<file path="src/rtl/core/mwc_pkg.sv">
// Shared constants and control types for the multiply-with-carry random generator.
// Used by mwc_ctrl, mwc_dpath and mwc_random_generator_unit; depends on nothing else.
package mwc_pkg;

    localparam int WORD_W    = 32;
    localparam int HALF_W    = 16;
    localparam int MOD_W     = 30;
    localparam int BASE_W    = 31;
    localparam int MODE_W    = 2;
    localparam int DIV_STEPS = 32;
    localparam int CNT_W     = $clog2(DIV_STEPS);

    // Request kinds carried in tuser.
    localparam logic [MODE_W-1:0] MODE_RESEED = 2'd0;
    localparam logic [MODE_W-1:0] MODE_RAW    = 2'd1;
    localparam logic [MODE_W-1:0] MODE_RANGED = 2'd2;

    // Configuration register indexes.
    localparam logic REG_RANGE_MODULUS = 1'b0;
    localparam logic REG_RANGE_BASE    = 1'b1;

    localparam logic [HALF_W-1:0] MUL_FIRST  = 16'd36969;
    localparam logic [HALF_W-1:0] MUL_SECOND = 16'd18000;

    localparam logic [WORD_W-1:0] SEED_ONE_FALLBACK = 32'h0BAD_B002;
    localparam logic [WORD_W-1:0] ZERO_SEED_SECOND  = 32'hDEAD_BEEF;
    localparam logic [WORD_W-1:0] ZERO_SEED_FIRST   = 32'hCAFE_BABE;

    localparam logic [MOD_W-1:0]  MODULUS_RESET = 30'd32768;
    localparam logic [BASE_W-1:0] BASE_RESET    = 31'd0;

    // Commands from the controller to the datapath.
    typedef struct packed {
        logic load_seed;
        logic step;
        logic form_raw;
        logic div_init;
        logic div_step;
        logic fix;
        logic take_abs;
        logic load_out;
        logic sel_raw;
    } mwc_cmd_t;

    // Status from the datapath to the controller.
    typedef struct packed {
        logic mod_zero;
    } mwc_sts_t;

endpackage

</file>
<file path="src/rtl/core/mwc_random_generator_unit.sv">
// Top level of the multiply-with-carry random generator: stream ports, configuration
// port and assertions. Depends on mwc_pkg, mwc_ctrl and mwc_dpath.

// The block holds two 32-bit seed words and serves one request word at a time.
// The request kind in tuser selects a reseed (the seed in tdata loads both words and
// no result word is sent), a raw draw, or a ranged draw; the fourth kind is dropped.
// A reseed leaves the block ready for the next request. After acceptance a raw draw
// updates the words, forms the 32-bit draw and loads it into the output register. A
// ranged draw adds a step to set up a signed remainder by range_modulus, done by a
// radix-2 restoring unit that retires one dividend bit per cycle, then a step to apply
// the sign and add range_base and one for the absolute value before the output register
// loads; with a modulus of zero the remainder is skipped. The next request is taken in
// the cycle after the output register loads, so a draw keeps the input closed until
// then. The result sits in an output register, so a new request is taken while the
// previous word waits for m_axis_tready; the block only stalls when a second result is
// ready before the first has been taken. Write the configuration registers only while
// the block is idle.
module mwc_random_generator_unit
(
    input  logic        clk,
    input  logic        rst_n,
    // Configuration: index 0 is range_modulus (30 bits), index 1 is range_base (31 bits).
    input  logic        cfg_wr_en,
    input  logic        cfg_index,
    input  logic [30:0] cfg_data,
    input  logic        s_axis_tvalid,
    output logic        s_axis_tready,
    input  logic [31:0] s_axis_tdata,   // [31:0] seed_value
    input  logic [1:0]  s_axis_tuser,   // [1:0] mode
    output logic        m_axis_tvalid,
    input  logic        m_axis_tready,
    output logic [31:0] m_axis_tdata    // [31:0] value
);

    mwc_pkg::mwc_cmd_t cmd;
    mwc_pkg::mwc_sts_t sts;

    mwc_ctrl u_ctrl
    (
        .clk       (clk),
        .rst_n     (rst_n),
        .in_valid  (s_axis_tvalid),
        .in_mode   (s_axis_tuser),
        .in_ready  (s_axis_tready),
        .out_valid (m_axis_tvalid),
        .out_ready (m_axis_tready),
        .sts       (sts),
        .cmd       (cmd)
    );

    mwc_dpath u_dpath
    (
        .clk       (clk),
        .rst_n     (rst_n),
        .cfg_wr_en (cfg_wr_en),
        .cfg_index (cfg_index),
        .cfg_data  (cfg_data),
        .seed      (s_axis_tdata),
        .cmd       (cmd),
        .sts       (sts),
        .result    (m_axis_tdata)
    );

    // A reseed word never makes the block busy.
    a_reseed_no_stall: assert property (@(posedge clk) disable iff (!rst_n)
        s_axis_tvalid && s_axis_tready && s_axis_tuser == mwc_pkg::MODE_RESEED
        |=> s_axis_tready)
        else $error("block went busy after a reseed word");

    // A draw request keeps the input closed while it is being worked on.
    a_draw_busy: assert property (@(posedge clk) disable iff (!rst_n)
        s_axis_tvalid && s_axis_tready &&
        (s_axis_tuser == mwc_pkg::MODE_RAW || s_axis_tuser == mwc_pkg::MODE_RANGED)
        |=> !s_axis_tready)
        else $error("input still open after accepting a draw word");

    // With a nonzero modulus the ranged draw is never negative.
    a_ranged_nonneg: assert property (@(posedge clk) disable iff (!rst_n)
        cmd.load_out && !cmd.sel_raw && !sts.mod_zero |=> !m_axis_tdata[31])
        else $error("ranged draw came out negative");

endmodule

</file>
<file path="src/rtl/core/mwc_ctrl.sv">
// Sequencing state machine for the multiply-with-carry random generator.
// Depends on mwc_pkg; drives the command struct consumed by mwc_dpath.
module mwc_ctrl
(
    input  logic                      clk,
    input  logic                      rst_n,
    input  logic                      in_valid,
    input  logic [mwc_pkg::MODE_W-1:0] in_mode,
    output logic                      in_ready,
    output logic                      out_valid,
    input  logic                      out_ready,
    input  mwc_pkg::mwc_sts_t         sts,
    output mwc_pkg::mwc_cmd_t         cmd
);

    typedef enum logic [2:0] {
        ST_IDLE,
        ST_STEP,
        ST_RAW,
        ST_INIT,
        ST_DIV,
        ST_FIX,
        ST_ABS,
        ST_EMIT
    } state_t;

    state_t                    state_reg, state_next;
    logic                      ranged_reg, ranged_next;
    logic [mwc_pkg::CNT_W-1:0] cnt_reg, cnt_next;
    logic                      out_valid_reg, out_valid_next;

    always_comb
    begin
        state_next  = state_reg;
        ranged_next = ranged_reg;
        cnt_next    = cnt_reg;
        cmd         = '0;
        cmd.sel_raw = !ranged_reg;
        case (state_reg)
            ST_IDLE:
            begin
                if (in_valid)
                begin
                    if (in_mode == mwc_pkg::MODE_RESEED)
                    begin
                        cmd.load_seed = 1'b1;
                    end
                    else if (in_mode inside {mwc_pkg::MODE_RAW, mwc_pkg::MODE_RANGED})
                    begin
                        ranged_next = (in_mode == mwc_pkg::MODE_RANGED);
                        state_next  = ST_STEP;
                    end
                end
            end
            ST_STEP:
            begin
                cmd.step   = 1'b1;
                state_next = ST_RAW;
            end
            ST_RAW:
            begin
                cmd.form_raw = 1'b1;
                if (!ranged_reg)
                begin
                    state_next = ST_EMIT;
                end
                else if (sts.mod_zero)
                begin
                    state_next = ST_FIX;
                end
                else
                begin
                    state_next = ST_INIT;
                end
            end
            ST_INIT:
            begin
                cmd.div_init = 1'b1;
                cnt_next     = '0;
                state_next   = ST_DIV;
            end
            ST_DIV:
            begin
                cmd.div_step = 1'b1;
                cnt_next     = cnt_reg + 1'b1;
                if (cnt_reg == mwc_pkg::CNT_W'(mwc_pkg::DIV_STEPS - 1))
                begin
                    state_next = ST_FIX;
                end
            end
            ST_FIX:
            begin
                cmd.fix    = 1'b1;
                state_next = ST_ABS;
            end
            ST_ABS:
            begin
                cmd.take_abs = 1'b1;
                state_next   = ST_EMIT;
            end
            ST_EMIT:
            begin
                if (!out_valid_reg || out_ready)
                begin
                    cmd.load_out = 1'b1;
                    state_next   = ST_IDLE;
                end
            end
            default:
            begin
                state_next = ST_IDLE;
            end
        endcase
        out_valid_next = cmd.load_out | (out_valid_reg & !out_ready);
    end

    always_ff @(posedge clk or negedge rst_n)
    begin
        if (!rst_n)
        begin
            state_reg     <= ST_IDLE;
            ranged_reg    <= 1'b0;
            cnt_reg       <= '0;
            out_valid_reg <= 1'b0;
        end
        else
        begin
            state_reg     <= state_next;
            ranged_reg    <= ranged_next;
            cnt_reg       <= cnt_next;
            out_valid_reg <= out_valid_next;
        end
    end

    assign in_ready  = (state_reg == ST_IDLE);
    assign out_valid = out_valid_reg;

endmodule

</file>
<file path="src/rtl/core/mwc_dpath.sv">
// Datapath of the multiply-with-carry random generator: seed words, configuration
// registers, radix-2 remainder unit and output register. Depends on mwc_pkg.
module mwc_dpath
(
    input  logic                         clk,
    input  logic                         rst_n,
    input  logic                         cfg_wr_en,
    input  logic                         cfg_index,
    input  logic [mwc_pkg::BASE_W-1:0]   cfg_data,
    input  logic [mwc_pkg::WORD_W-1:0]   seed,
    input  mwc_pkg::mwc_cmd_t            cmd,
    output mwc_pkg::mwc_sts_t            sts,
    output logic [mwc_pkg::WORD_W-1:0]   result
);

    localparam int W  = mwc_pkg::WORD_W;
    localparam int HW = mwc_pkg::HALF_W;
    localparam int MW = mwc_pkg::MOD_W;
    localparam int BW = mwc_pkg::BASE_W;

    logic [W-1:0]  first_reg, second_reg;
    logic [W-1:0]  first_next, second_next;
    logic [MW-1:0] modulus_reg;
    logic [BW-1:0] base_reg;
    logic [W-1:0]  raw_reg;
    logic [W-1:0]  mag_reg;
    logic [MW-1:0] rem_reg;
    logic [W-1:0]  res_reg;
    logic [W-1:0]  out_reg;

    logic [W-1:0]  f_fix, s_fix, a_word, b_word;
    logic [W-1:0]  seed_half;
    logic [MW:0]   rem_shift;
    logic [MW-1:0] rem_next;
    logic [W-1:0]  rem_signed;
    logic [W-1:0]  mod_val;

    // Reseed words and the crossed multiply-with-carry update.
    always_comb
    begin
        seed_half = seed >> 1;
        f_fix     = (first_reg == '0) ? W'(1) : first_reg;
        s_fix     = (second_reg == '0) ? W'(1) : second_reg;
        a_word    = W'({16'd0, mwc_pkg::MUL_FIRST} * {16'd0, f_fix[HW-1:0]})
                    + {16'd0, s_fix[W-1:HW]};
        b_word    = W'({16'd0, mwc_pkg::MUL_SECOND} * {16'd0, s_fix[HW-1:0]})
                    + {16'd0, f_fix[W-1:HW]};
        first_next  = first_reg;
        second_next = second_reg;
        if (cmd.load_seed)
        begin
            if (seed != '0)
            begin
                second_next = seed;
                first_next  = (seed_half == '0) ? mwc_pkg::SEED_ONE_FALLBACK : seed_half;
            end
            else
            begin
                second_next = mwc_pkg::ZERO_SEED_SECOND;
                first_next  = mwc_pkg::ZERO_SEED_FIRST;
            end
        end
        else if (cmd.step)
        begin
            first_next  = a_word;
            second_next = b_word;
        end
    end

    // One restoring step: remainder stays below the modulus, so it fits MW bits.
    always_comb
    begin
        rem_shift = {rem_reg, mag_reg[W-1]};
        if (rem_shift >= {1'b0, modulus_reg})
        begin
            rem_next = MW'(rem_shift - {1'b0, modulus_reg});
        end
        else
        begin
            rem_next = rem_shift[MW-1:0];
        end
        rem_signed = raw_reg[W-1] ? (W'(0) - {2'b00, rem_reg}) : {2'b00, rem_reg};
        mod_val    = (modulus_reg == '0) ? raw_reg : rem_signed;
    end

    always_ff @(posedge clk or negedge rst_n)
    begin
        if (!rst_n)
        begin
            first_reg   <= W'(1);
            second_reg  <= W'(1);
            modulus_reg <= mwc_pkg::MODULUS_RESET;
            base_reg    <= mwc_pkg::BASE_RESET;
        end
        else
        begin
            first_reg  <= first_next;
            second_reg <= second_next;
            if (cfg_wr_en)
            begin
                if (cfg_index == mwc_pkg::REG_RANGE_MODULUS)
                begin
                    modulus_reg <= cfg_data[MW-1:0];
                end
                else
                begin
                    base_reg <= cfg_data;
                end
            end
        end
    end

    always_ff @(posedge clk)
    begin
        if (cmd.form_raw)
        begin
            raw_reg <= (first_reg << HW) + second_reg;
        end
        if (cmd.div_init)
        begin
            mag_reg <= raw_reg[W-1] ? (W'(0) - raw_reg) : raw_reg;
            rem_reg <= '0;
        end
        else if (cmd.div_step)
        begin
            mag_reg <= mag_reg << 1;
            rem_reg <= rem_next;
        end
        if (cmd.fix)
        begin
            res_reg <= mod_val + {base_reg[BW-1], base_reg};
        end
        else if (cmd.take_abs)
        begin
            res_reg <= res_reg[W-1] ? (W'(0) - res_reg) : res_reg;
        end
        if (cmd.load_out)
        begin
            out_reg <= cmd.sel_raw ? raw_reg : res_reg;
        end
    end

    assign sts.mod_zero = (modulus_reg == '0);
    assign result       = out_reg;

endmodule

</file>
<file path="config.mk">
export PLATFORM = sky130hd
export DESIGN_NAME = mwc_random_generator_unit
export DESIGN_NICKNAME = d
export VERILOG_FILES = /design/src/rtl/core/mwc_pkg.sv /design/src/rtl/core/mwc_random_generator_unit.sv /design/src/rtl/core/mwc_ctrl.sv /design/src/rtl/core/mwc_dpath.sv
export SDC_FILE = /design/constraint.sdc
export NUM_CORES = 1
export LEC_CHECK = 0
export BUFFER_PORTS_ARGS = -buffer_cell sky130_fd_sc_hd__buf_2
export CORE_ASPECT_RATIO = 0.7
export CORE_MARGIN = 2
export CORE_UTILIZATION = 54
export DETAILED_ROUTE_END_ITERATION = 8
export GPL_ROUTABILITY_DRIVEN = 0
export PLACE_DENSITY = 0.74
export SYNTH_ARGS = -nofsm -noshare
export SYNTH_HDL_FRONTEND = slang
export SYNTH_SLANG_ARGS = --single-unit
</file>
<file path="constraint.sdc">
create_clock -name clk -period 10.7 [get_ports clk]
set_input_delay 0.535 -clock clk [delete_from_list [all_inputs] [get_ports clk]]
set_output_delay 0.535 -clock clk [all_outputs]
set_load 0.1 [all_outputs]
</file>
[After elaboration in Yosys (flattened, before gate mapping)]
Cells that the tools add are included.
Storage, ports and cells
  flip-flop bits (word level): 293
  logic and storage cells: 105
Cells by class
  add/sub/neg operators: 9
  multiply operators: 2
  order comparisons: 1
  equal/unequal tests: 15
  multiplexer cells: 39
  bitwise gates (word level): 4
  reductions and logical operators: 21
Operators with widths (number)
  $mux W32: 17
  $logic_not A32 Y1: 3
  $add A32 B32 Y32: 2
  $sub A1 B32 Y32 const A: 2
  $add A31 B16 Y32: 1
  $add A32 B16 Y32: 1
  $mul A16 B16 Y32 const A: 1
  $reduce_bool A32 Y1: 1
  $ge A31 B30 Y1: 1
  $mux W31: 1
  $sub A1 B30 Y31 const A: 1
  $logic_not A30 Y1: 1
  $mux W30: 1
  $sub A30 B30 Y30: 1
  $mul A11 B16 Y27 const A: 1
  $pmux W3 S8: 1
  $mux W3: 7
  $eq A3 B3 Y1 const B: 4
  $reduce_bool A2 Y1: 6
  $mux W1: 11
  $pmux W5 S2: 1
  $eq A3 B2 Y1 const B: 2
  $ne A2 B1 Y1 const B: 3
  $reduce_and A2 Y1: 3
  15 further kinds: 18

[Depth between registers and ports, before layout]
Gate-level depths: netlist of run 1.
  word-level depth: 6
  gate-level depth with buffers: 26
  mapped depth without buffers: 25

[By module]
Synthesis of run 1 repeated with hierarchy kept, for this count alone.
Second synthesis, totals
  cell total of the unflattened synthesis: 2769
  area total of the unflattened synthesis: 25767.2 um^2
By module, submodules not included
  mwc_dpath: times used 1, cells each 2711, area an instance 25177.9 um^2, seq. area each 7576.0 um^2
  mwc_ctrl: times used 1, cells each 58, area an instance 589.3 um^2, seq. area each 250.2 um^2

[Worst setup path after synthesis of run 1]
Ideal clock, no wire load.
  kind: register -> register
  start: register u_dpath.second_reg[7]
  end: register u_dpath.second_reg[30]
  library setup time: 137 ps
  arrival time: 5681 ps
  required time: 10563 ps
  setup slack: 4883 ps
  cell stages (with the launch flop): 24
  period minus slack after synthesis: 5817 ps
  cell sequence: dfrtp_1 > clkbuf_1 > nor4_1 > nand4_1 > o21bai_1 > ha_1 > inv_1 > fa_1 > inv_1 > fa_1 > inv_1 > fa_1 > inv_1 > ha_1 > and3_1 > and3_1 > a211oi_2 > a21bo_1 > o31ai_1 > nand4b_1 > or4b_4 > nor4_1 > xor2_1 > a21oi_1
Between the ends
  longest elaborated chain between the ends: 6
RTL lines
  from (decl): line mwc_dpath.sv:21  | logic [W-1:0] first_reg, second_reg;
  from (signal assigned): line mwc_dpath.sv:98  | second_reg <= second_next;
  $logic_not A32 Y1: line mwc_dpath.sv:43  | s_fix = (second_reg == '0) ? W'(1) : second_reg;
  $mux W32 (*): line mwc_dpath.sv:43
  $mul A11 B16 Y27 (*): line mwc_dpath.sv:46  | b_word = W'({16'd0, mwc_pkg::MUL_SECOND} * {16'd0, s_fix[HW-1:0]})
  $add A31 B16 Y32 (*): line mwc_dpath.sv:47  | + {16'd0, f_fix[W-1:HW]};
  $mux W32 (*): line mwc_dpath.sv:63  | else if (cmd.step)
  $mux W32 (*): line mwc_dpath.sv:50  | if (cmd.load_seed)
Every way passes the cells marked *; elsewhere a longest branch is shown, timed or not. The select of a mux whose other input is x is not followed.
A chain may end at the register's enable or synchronous reset.

[Worst setup path in the final report of run 1]
  start: register u_dpath.second_reg[2]
  end: register u_dpath.second_reg[30]
The elaborated chain is that of the path after synthesis.

==> results of run 1 <==
## placed cells by master, fill, tap and decap left out, types with 21 or more instances in the layout
cell type / n
a21o_1: 56
xor2_1: 126
xnor2_1: 82
a211oi_1: 22
a31oi_1: 21
nand4_1: 24
mux2_2: 66
mux2i_1: 32
nor3_1: 65
fa_1: 88
a21oi_1: 154
nor4_1: 45
nor2_1: 137
o22ai_1: 28
nand2b_1: 21
nand3_1: 43
nand2_1: 252
edfxtp_1: 128
dfrtp_1: 132
inv_1: 233
nor2b_1: 25
o21a_1: 21
o21ai_0: 208
ha_1: 335
o31ai_1: 28
clkbuf_16: 31
buf_2: 103
dfxtp_1: 30
## metal layers
metal  wire, um  part of all wire
met1      32740              0.46
met2      29410              0.41
met3       7195              0.10
met4       1844             0.026
met5          0                 0
## kinds of logic after synthesis
family | Yosys count
simple gates | 712
compound gates | 663
xor+xnor | 208
buf+inv | 379
fa+ha+maj | 424
mux | 98
flops | 293
## worst paths after layout
path                                             from                       to  slack (ns)  cells past startpoint
worst max-delay path            u_dpath.second_reg[2]   u_dpath.second_reg[30]        3.96                     22
worst min register to register      u_ctrl.cnt_reg[3]        u_ctrl.cnt_reg[3]        0.51                      1
worst max register to register  u_dpath.second_reg[2]   u_dpath.second_reg[30]        3.96                     22
max in group asynchronous                       rst_n    u_dpath.first_reg[12]        9.34                      2
worst min-delay path                            rst_n  u_dpath.modulus_reg[27]       -0.03                      1
min in group clk                          cfg_data[7]   u_dpath.modulus_reg[7]        0.17                      3
## area by class of cell
cell class	count	area, um2
sequential	293	7826
inverter	234	878.3
fill	3957	19020
clock inverter	23	272.8
timing repair buffer	124	676.9
clock buffer	33	783.3
tap	612	765.7
multi-input combinational	2105	16430
## through the flow
| step | std cells | setup slack (ns) | util | hold slack [ns] |
|---|---|---|---|---|
| floorplan | 2777 | 4.883 | - | 0.2394 |
| global placement | 3368 | 4.200 | 0.5697 | 0.4697 |
| detailed placement | 3368 | 4.088 | 0.5697 | 0.4979 |
| CTS | 3424 | 4.053 | 0.5923 | 0.002446 |
| global route | 3424 | 3.621 | 0.5923 | 0.03760 |
| finish | 3424 | 3.962 | 0.5923 | -0.03187 |
==> flow_metrics.py, run 1 <==
metrics = {
    "grt": {
        "grtUsageMet2": 0.4200,
        "track_usage": 0.2896,
        "busiest_layer": "met1",
        "grt_max_degree": 73,
        "met3_usage": 0.05925,
        "grt_pass1_vias": 21036,
        "grt_pass1_wl_mm": 114.9,
        "met1_usage": 0.4395,
        "antenna_found_initial": 0,
        "grt_overflow": 0,
    },
    "synth": {
        "synthDistinctLibCells": 85,
        "synth_top_family_by_area": "adder cells",
        "synth.area.top_cells": "ha_1 (16%), edfxtp_1 (15%), dfrtp_1 (13%), fa_1 (6.9%), xor2_1 (4.3%)",
        "synth_nets": 3271,
        "synth_compound_area_frac": 0.1600,
        "synth_most_common_cell": "ha_1",
        "synthAdderAreaFrac": 0.2326,
        "synth-main-ff-cell": "dfrtp_1",
        "ys_seq_area_frac": 0.3052,
        "synth_largest_area_cell": "ha_1",
        "syn_area_um2": 25640,
        "synth_simple_gate_area_frac": 0.1339,
        "ys_top_cells_by_count": "ha_1 (335), nand2_1 (253), inv_1 (233)",
        "ys_ff_latch": 293,
        "ys_warn_count": 0,
        "synth_top_area_frac": 0.1635,
        "synth_cells": 2777,
        "synthArstFlopShare": 0.4608,
        "synth_xor_area_frac": 0.07105,
        "synth.avg_cell_area_um2": 9.233,
        "synth_mux_area_frac": 0.04148,
        "synth-edff-count": 128,
    },
    "setup_path": {
        "cp-start-kind": "flop",
        "crit_chain": "nor4_1, nand4_1, o21bai_1, ha_1, inv_1, fa_1, inv_1, fa_1, inv_1, fa_1, inv_1, ha_1, and3_1, and3_1, a211oi_2, a21bo_1, o31ai_1, nand4b_1, or4b_4, nor4_1, xor2_1, a21oi_1",
        "crit_top_cell": "inv_1",
        "critPathTopFamily": "simple AND/OR/NAND/NOR gates",
        "crit_path_top_delay_cell": "or4b_4",
        "slowest_delay_ns": 0.59,
        "crit_path_max_fanout": 8,
        "timing.critical_path.buf_inv": 4,
        "worstSetupPathType": "flop to flop",
        "end_kind": "flop",
        "arrival_ns": 7.16,
        "required_ns": 11.13,
    },
    "sta": {
        "whs_ns": -0.03187,
        "worstMarginPinSlew_ns": 1.113,
        "rsz0062_at_grt": "false",
        "finClkSkew_ns": 0.01921,
        "slew_headroom": 0.2509,
        "post-route-period-util": 0.6297,
        "drv_slew": 0,
        "setup_viol": 0,
        "fin_crit_ns": 6.738,
        "timing.final.hold_violations": 15,
        "finalSetupTns_ns": 0,
        "timing.fmax_mhz": 148.4,
    },
    "clocking": {
        "clock_tree.buffer_depth": 3,
        "clkLatencyLatePin_ns": 0.59,
        "clk_pin_slew_worst_paths_ns": 0.07,
        "root_buffer": "clkbuf_16",
        "cts_buffers": 30,
        "post_cts_buffers": 0,
        "clkSinkCount": 293,
        "cts_tree": "yes",
        "ctsHoldBuffers": 0,
        "htree_levels": 1,
        "cts_resized": 0,
    },
    "floorplanning": {
        "num_rows": 66,
        "start_util": 0.5495,
        "chipHeight_um": 186.3,
        "die_x_um": 264.4,
        "die_area_um2": 49270,
        "core_region_area_um2": 46660,
        "top_level_ports": 105,
    },
    "detailed_routing": {
        "ant_nets": 0,
        "vias": 21479,
        "drc": 0,
        "wl_per_cell_um": 20.79,
        "wl_mm": 71.19,
        "first_pass_iters": 6,
        "via_per_inst": 6.273,
        "first_iter_violations": 2216,
    },
    "finish": {
        "drive_above_1_share": 0.09780,
        "diodes": 0,
        "stdcell_area_um2": 27640,
        "final_nets": 3282,
        "areaGrowthSynthToFinish_pct": 7.788,
    },
    "run_status": {
        "outcome": "complete, but fails checks",
        "violations": "negative hold slack",
    },
    "placed_design": {
        "place_hpwl_mm": 55.28,
        "port_buffers": 104,
        "placed_cell_area_um2": 26580,
    },
    "flow_run": {
        "cap_viol_max_count": 0,
    },
    "min_path": {
        "holdCritPathClass": "input port to asynchronous set/reset pin",
    },
}
Power of run 1 is left out: the tool's default activity adds up to more than one toggle a clock period on the data nets, which glitch-free logic cannot reach.
==> run 2: changes to the inputs <==
--- a/config.mk
+++ b/config.mk
@@ -5,6 +5,7 @@
 export SDC_FILE = /design/constraint.sdc
 export NUM_CORES = 1
 export LEC_CHECK = 0
+export ABC_AREA = 1
 export BUFFER_PORTS_ARGS = -buffer_cell sky130_fd_sc_hd__buf_2
 export CORE_ASPECT_RATIO = 0.7
 export CORE_MARGIN = 2
==> constraint.sdc (replaced) <==
create_clock -name clk -period 6.3 [get_ports clk]
set_input_delay 0.315 -clock clk [delete_from_list [all_inputs] [get_ports clk]]
set_output_delay 0.315 -clock clk [all_outputs]
set_load 0.1 [all_outputs]
==> run 2 against run 1 <==
The run now ends clean. Sequential share of layout area down 2.1 points. Utilization is 0.11 points lower. Count of clock-buffer cells in the layout increased by 6. Die area is 7.1% higher. Worst setup slack worse by 3.5 ns. Design area is 8.0% higher. Worst hold slack improved by 0.054 ns. Routed wire length is 20% higher. Critical path type unchanged.
==> flow_metrics.py, run 2 <==
metrics = {
    "finish": {
        "multi_input_area_um2": 17030,
        "regArea_um2": 7826,
        "drive_above_1_share": 0.07288,
        "n_fill_cell": 4666,
        "areaGrowthSynthToFinish_pct": 8.645,
        "mostFrequentLayoutCell": "nand2_1",
        "mostFrequentLayoutCells": "nand2_1 (747), inv_1 (548), ha_1 (335)",
        "final_nets": 4215,
    },
    "clocking": {
        "root_buffer": "clkbuf_16",
        "cts_tree": "yes",
        "cts_resized": 0,
        "cts_buffers": 34,
        "clkSinkCount": 293,
        "htree_levels": 2,
        "post_cts_buffers": 0,
        "clock_tree.buffer_depth": 3,
        "clkLatencyLatePin_ns": 0.57,
        "clk_pin_slew_worst_paths_ns": 0.06,
    },
    "floorplanning": {
        "core_region_area_um2": 50500,
        "chipHeight_um": 192.7,
        "num_rows": 69,
        "start_util": 0.5442,
        "top_level_ports": 105,
        "die_x_um": 273.6,
        "die_area_um2": 52740,
    },
    "synth": {
        "synth_nets": 4170,
        "synth_most_common_cell": "nand2_1",
        "synth-main-ff-cell": "dfrtp_1",
        "synth_cells": 3676,
        "ys_warn_count": 0,
        "ys_top_cells_by_count": "nand2_1 (751), inv_1 (548), ha_1 (335)",
        "synth-edff-count": 128,
        "synth.avg_cell_area_um2": 7.476,
        "synth_largest_area_cell": "ha_1",
        "ys_ff_latch": 293,
        "syn_area_um2": 27480,
        "synth_top_area_frac": 0.1525,
        "ys_seq_area_frac": 0.2848,
        "synthArstFlopShare": 0.4608,
        "synthDistinctLibCells": 59,
        "synth.area.top_cells": "ha_1 (15%), edfxtp_1 (14%), dfrtp_1 (12%), nand2_1 (10%), inv_1 (7.5%)",
    },
    "min_path": {
        "holdCritPathClass": "input port to flop",
        "worstHoldEndpoint": "u_dpath.base_reg[30]",
        "hp-start": "cfg_data[30]",
        "hold_depth": 2,
    },
    "detailed_routing": {
        "vias": 25604,
        "first_pass_iters": 8,
        "first_iter_violations": 3282,
        "via_per_inst": 5.789,
        "ant_nets": 0,
        "wl_mm": 85.28,
        "drc": 0,
        "wl_per_cell_um": 19.28,
    },
    "setup_path": {
        "crit_top_cell": "ha_1",
        "required_ns": 6.80,
        "crit_path_max_fanout": 10,
        "cp-start-kind": "flop",
        "arrival_ns": 6.36,
        "end_kind": "flop",
        "timing.critical_path.buf_inv": 5,
        "worstSetupPathType": "flop to flop",
        "ff2ff_setup_slack_ns": 0.43,
        "critPathTopFamily": "adder cells",
        "reg2reg_to": "u_dpath.second_reg[24]",
        "crit_path_top_delay_cell": "fa_1",
        "r2r_cells": 25,
        "r2r_start": "u_dpath.second_reg[9]",
        "slowest_delay_ns": 0.54,
    },
    "grt": {
        "grt_pass1_vias": 23123,
        "grt_pass1_wl_mm": 132.0,
        "track_usage": 0.3254,
        "antenna_found_initial": 2,
        "grt_overflow": 0,
        "grt_max_degree": 74,
    },
    "sta": {
        "slew_headroom": 0.2568,
        "rsz0062_at_grt": "false",
        "drv_slew": 0,
        "finClkSkew_ns": 0.04084,
        "post-route-period-util": 0.9310,
        "fin_crit_ns": 5.865,
        "worstMarginPinSlew_ns": 1.105,
        "timing.final.hold_violations": 0,
        "setup_viol": 0,
        "finalSetupTns_ns": 0,
        "timing.fmax_mhz": 170.5,
    },
    "flow_run": {
        "cap_viol_max_count": 0,
    },
    "placed_design": {
        "port_buffers": 104,
        "place_hpwl_mm": 68.29,
    },
    "run_status": {
        "outcome": "finished, final reports clean",
    },
}
## run 2: changes by cell type in the layout (fill, tap and decap cells not counted), moves of 65 or more
| cell | delta |
|---|---|
| a21oi_1 | +87 |
| inv_1 | +315 |
| mux2_2 | -65 |
| nand2_1 | +495 |
| nand3_1 | +103 |
| nor2_1 | +195 |
| o21ai_0 | +120 |
## run 2: final cells by class
class                   instances  area share
inverters                     558     0.07015
clock inverters                22     0.01039
flip-flops and latches        293      0.2621
multi-input cells            2690      0.5705
clock buffers                  39     0.03051
repair buffers                144     0.02787
well taps                     674     0.02824
diodes                          3   0.0002514
## run 2: timing repair
| item | CTS | global route |
|---|---|---|
| endpoints found under the hold margin | 62 | 0 |
| hold buffers | 2 | 0 |
| endpoints found under the setup margin | 0 | 0 |
## run 2: cell families (layout without fill, tap and decap cells)
group                    Yosys count  count (layout)  share of synthesized area
AND/OR/NAND/NOR                 1415            1415                     0.2184
XOR/XNOR                         117             117                    0.03729
buffers and inverters            693             763                    0.09624
AO/OA/AOI/OAI                    734             734                     0.1463
multiplexers                       1               1                  0.0004097
flip-flops                       293             293                     0.2848
other                              0               3                          0
adder cells (fa/ha/maj)          423             423                     0.2166
## run 2: worst max-delay path by stage
| stage | depth (start not counted) | from | end |
|---|---|---|---|
| after floorplan | 26 | u_dpath.second_reg[7] | u_dpath.second_reg[24] |
| after global placement | 26 | u_dpath.second_reg[9] | u_dpath.second_reg[24] |
| after detailed placement | 25 | u_dpath.second_reg[12] | u_dpath.second_reg[24] |
| after CTS | 25 | u_dpath.second_reg[12] | u_dpath.second_reg[24] |
| after global routing | 26 | u_dpath.second_reg[12] | u_dpath.second_reg[24] |
| final | 25 | u_dpath.second_reg[9] | u_dpath.second_reg[24] |
## run 2: metrics by stage
| step | worst slack [ns] | util | cells | hold slack (ns) | instance area (um2) |
|---|---|---|---|---|---|
| finish | 0.4345 | 0.5912 | 4423 | 0.02178 | 29860 |
| CTS | 0.4251 | 0.5911 | 4420 | 0.006995 | 29850 |
| floorplan | 0.9277 | - | 3676 | 0.01941 | 27480 |
| global placement | 0.5624 | 0.5665 | 4357 | 0.3703 | 28610 |
| global route | 0.05419 | 0.5911 | 4421 | 0.01716 | 29850 |
| detailed placement | 0.4727 | 0.5665 | 4357 | 0.3715 | 28610 |
## run 2: routing by layer
metal | global-route usage | vias to the layer above | wire length (um)
li1 | - | 12230 | -
met1 | 0.4778 | 11753 | 38350
met2 | 0.4292 | 1448 | 31770
met3 | 0.1369 | 169 | 12650
met4 | 0.08260 | 4 | 2342
met5 | 0.02538 | - | 172
Power of run 2 is left out for the same reason.
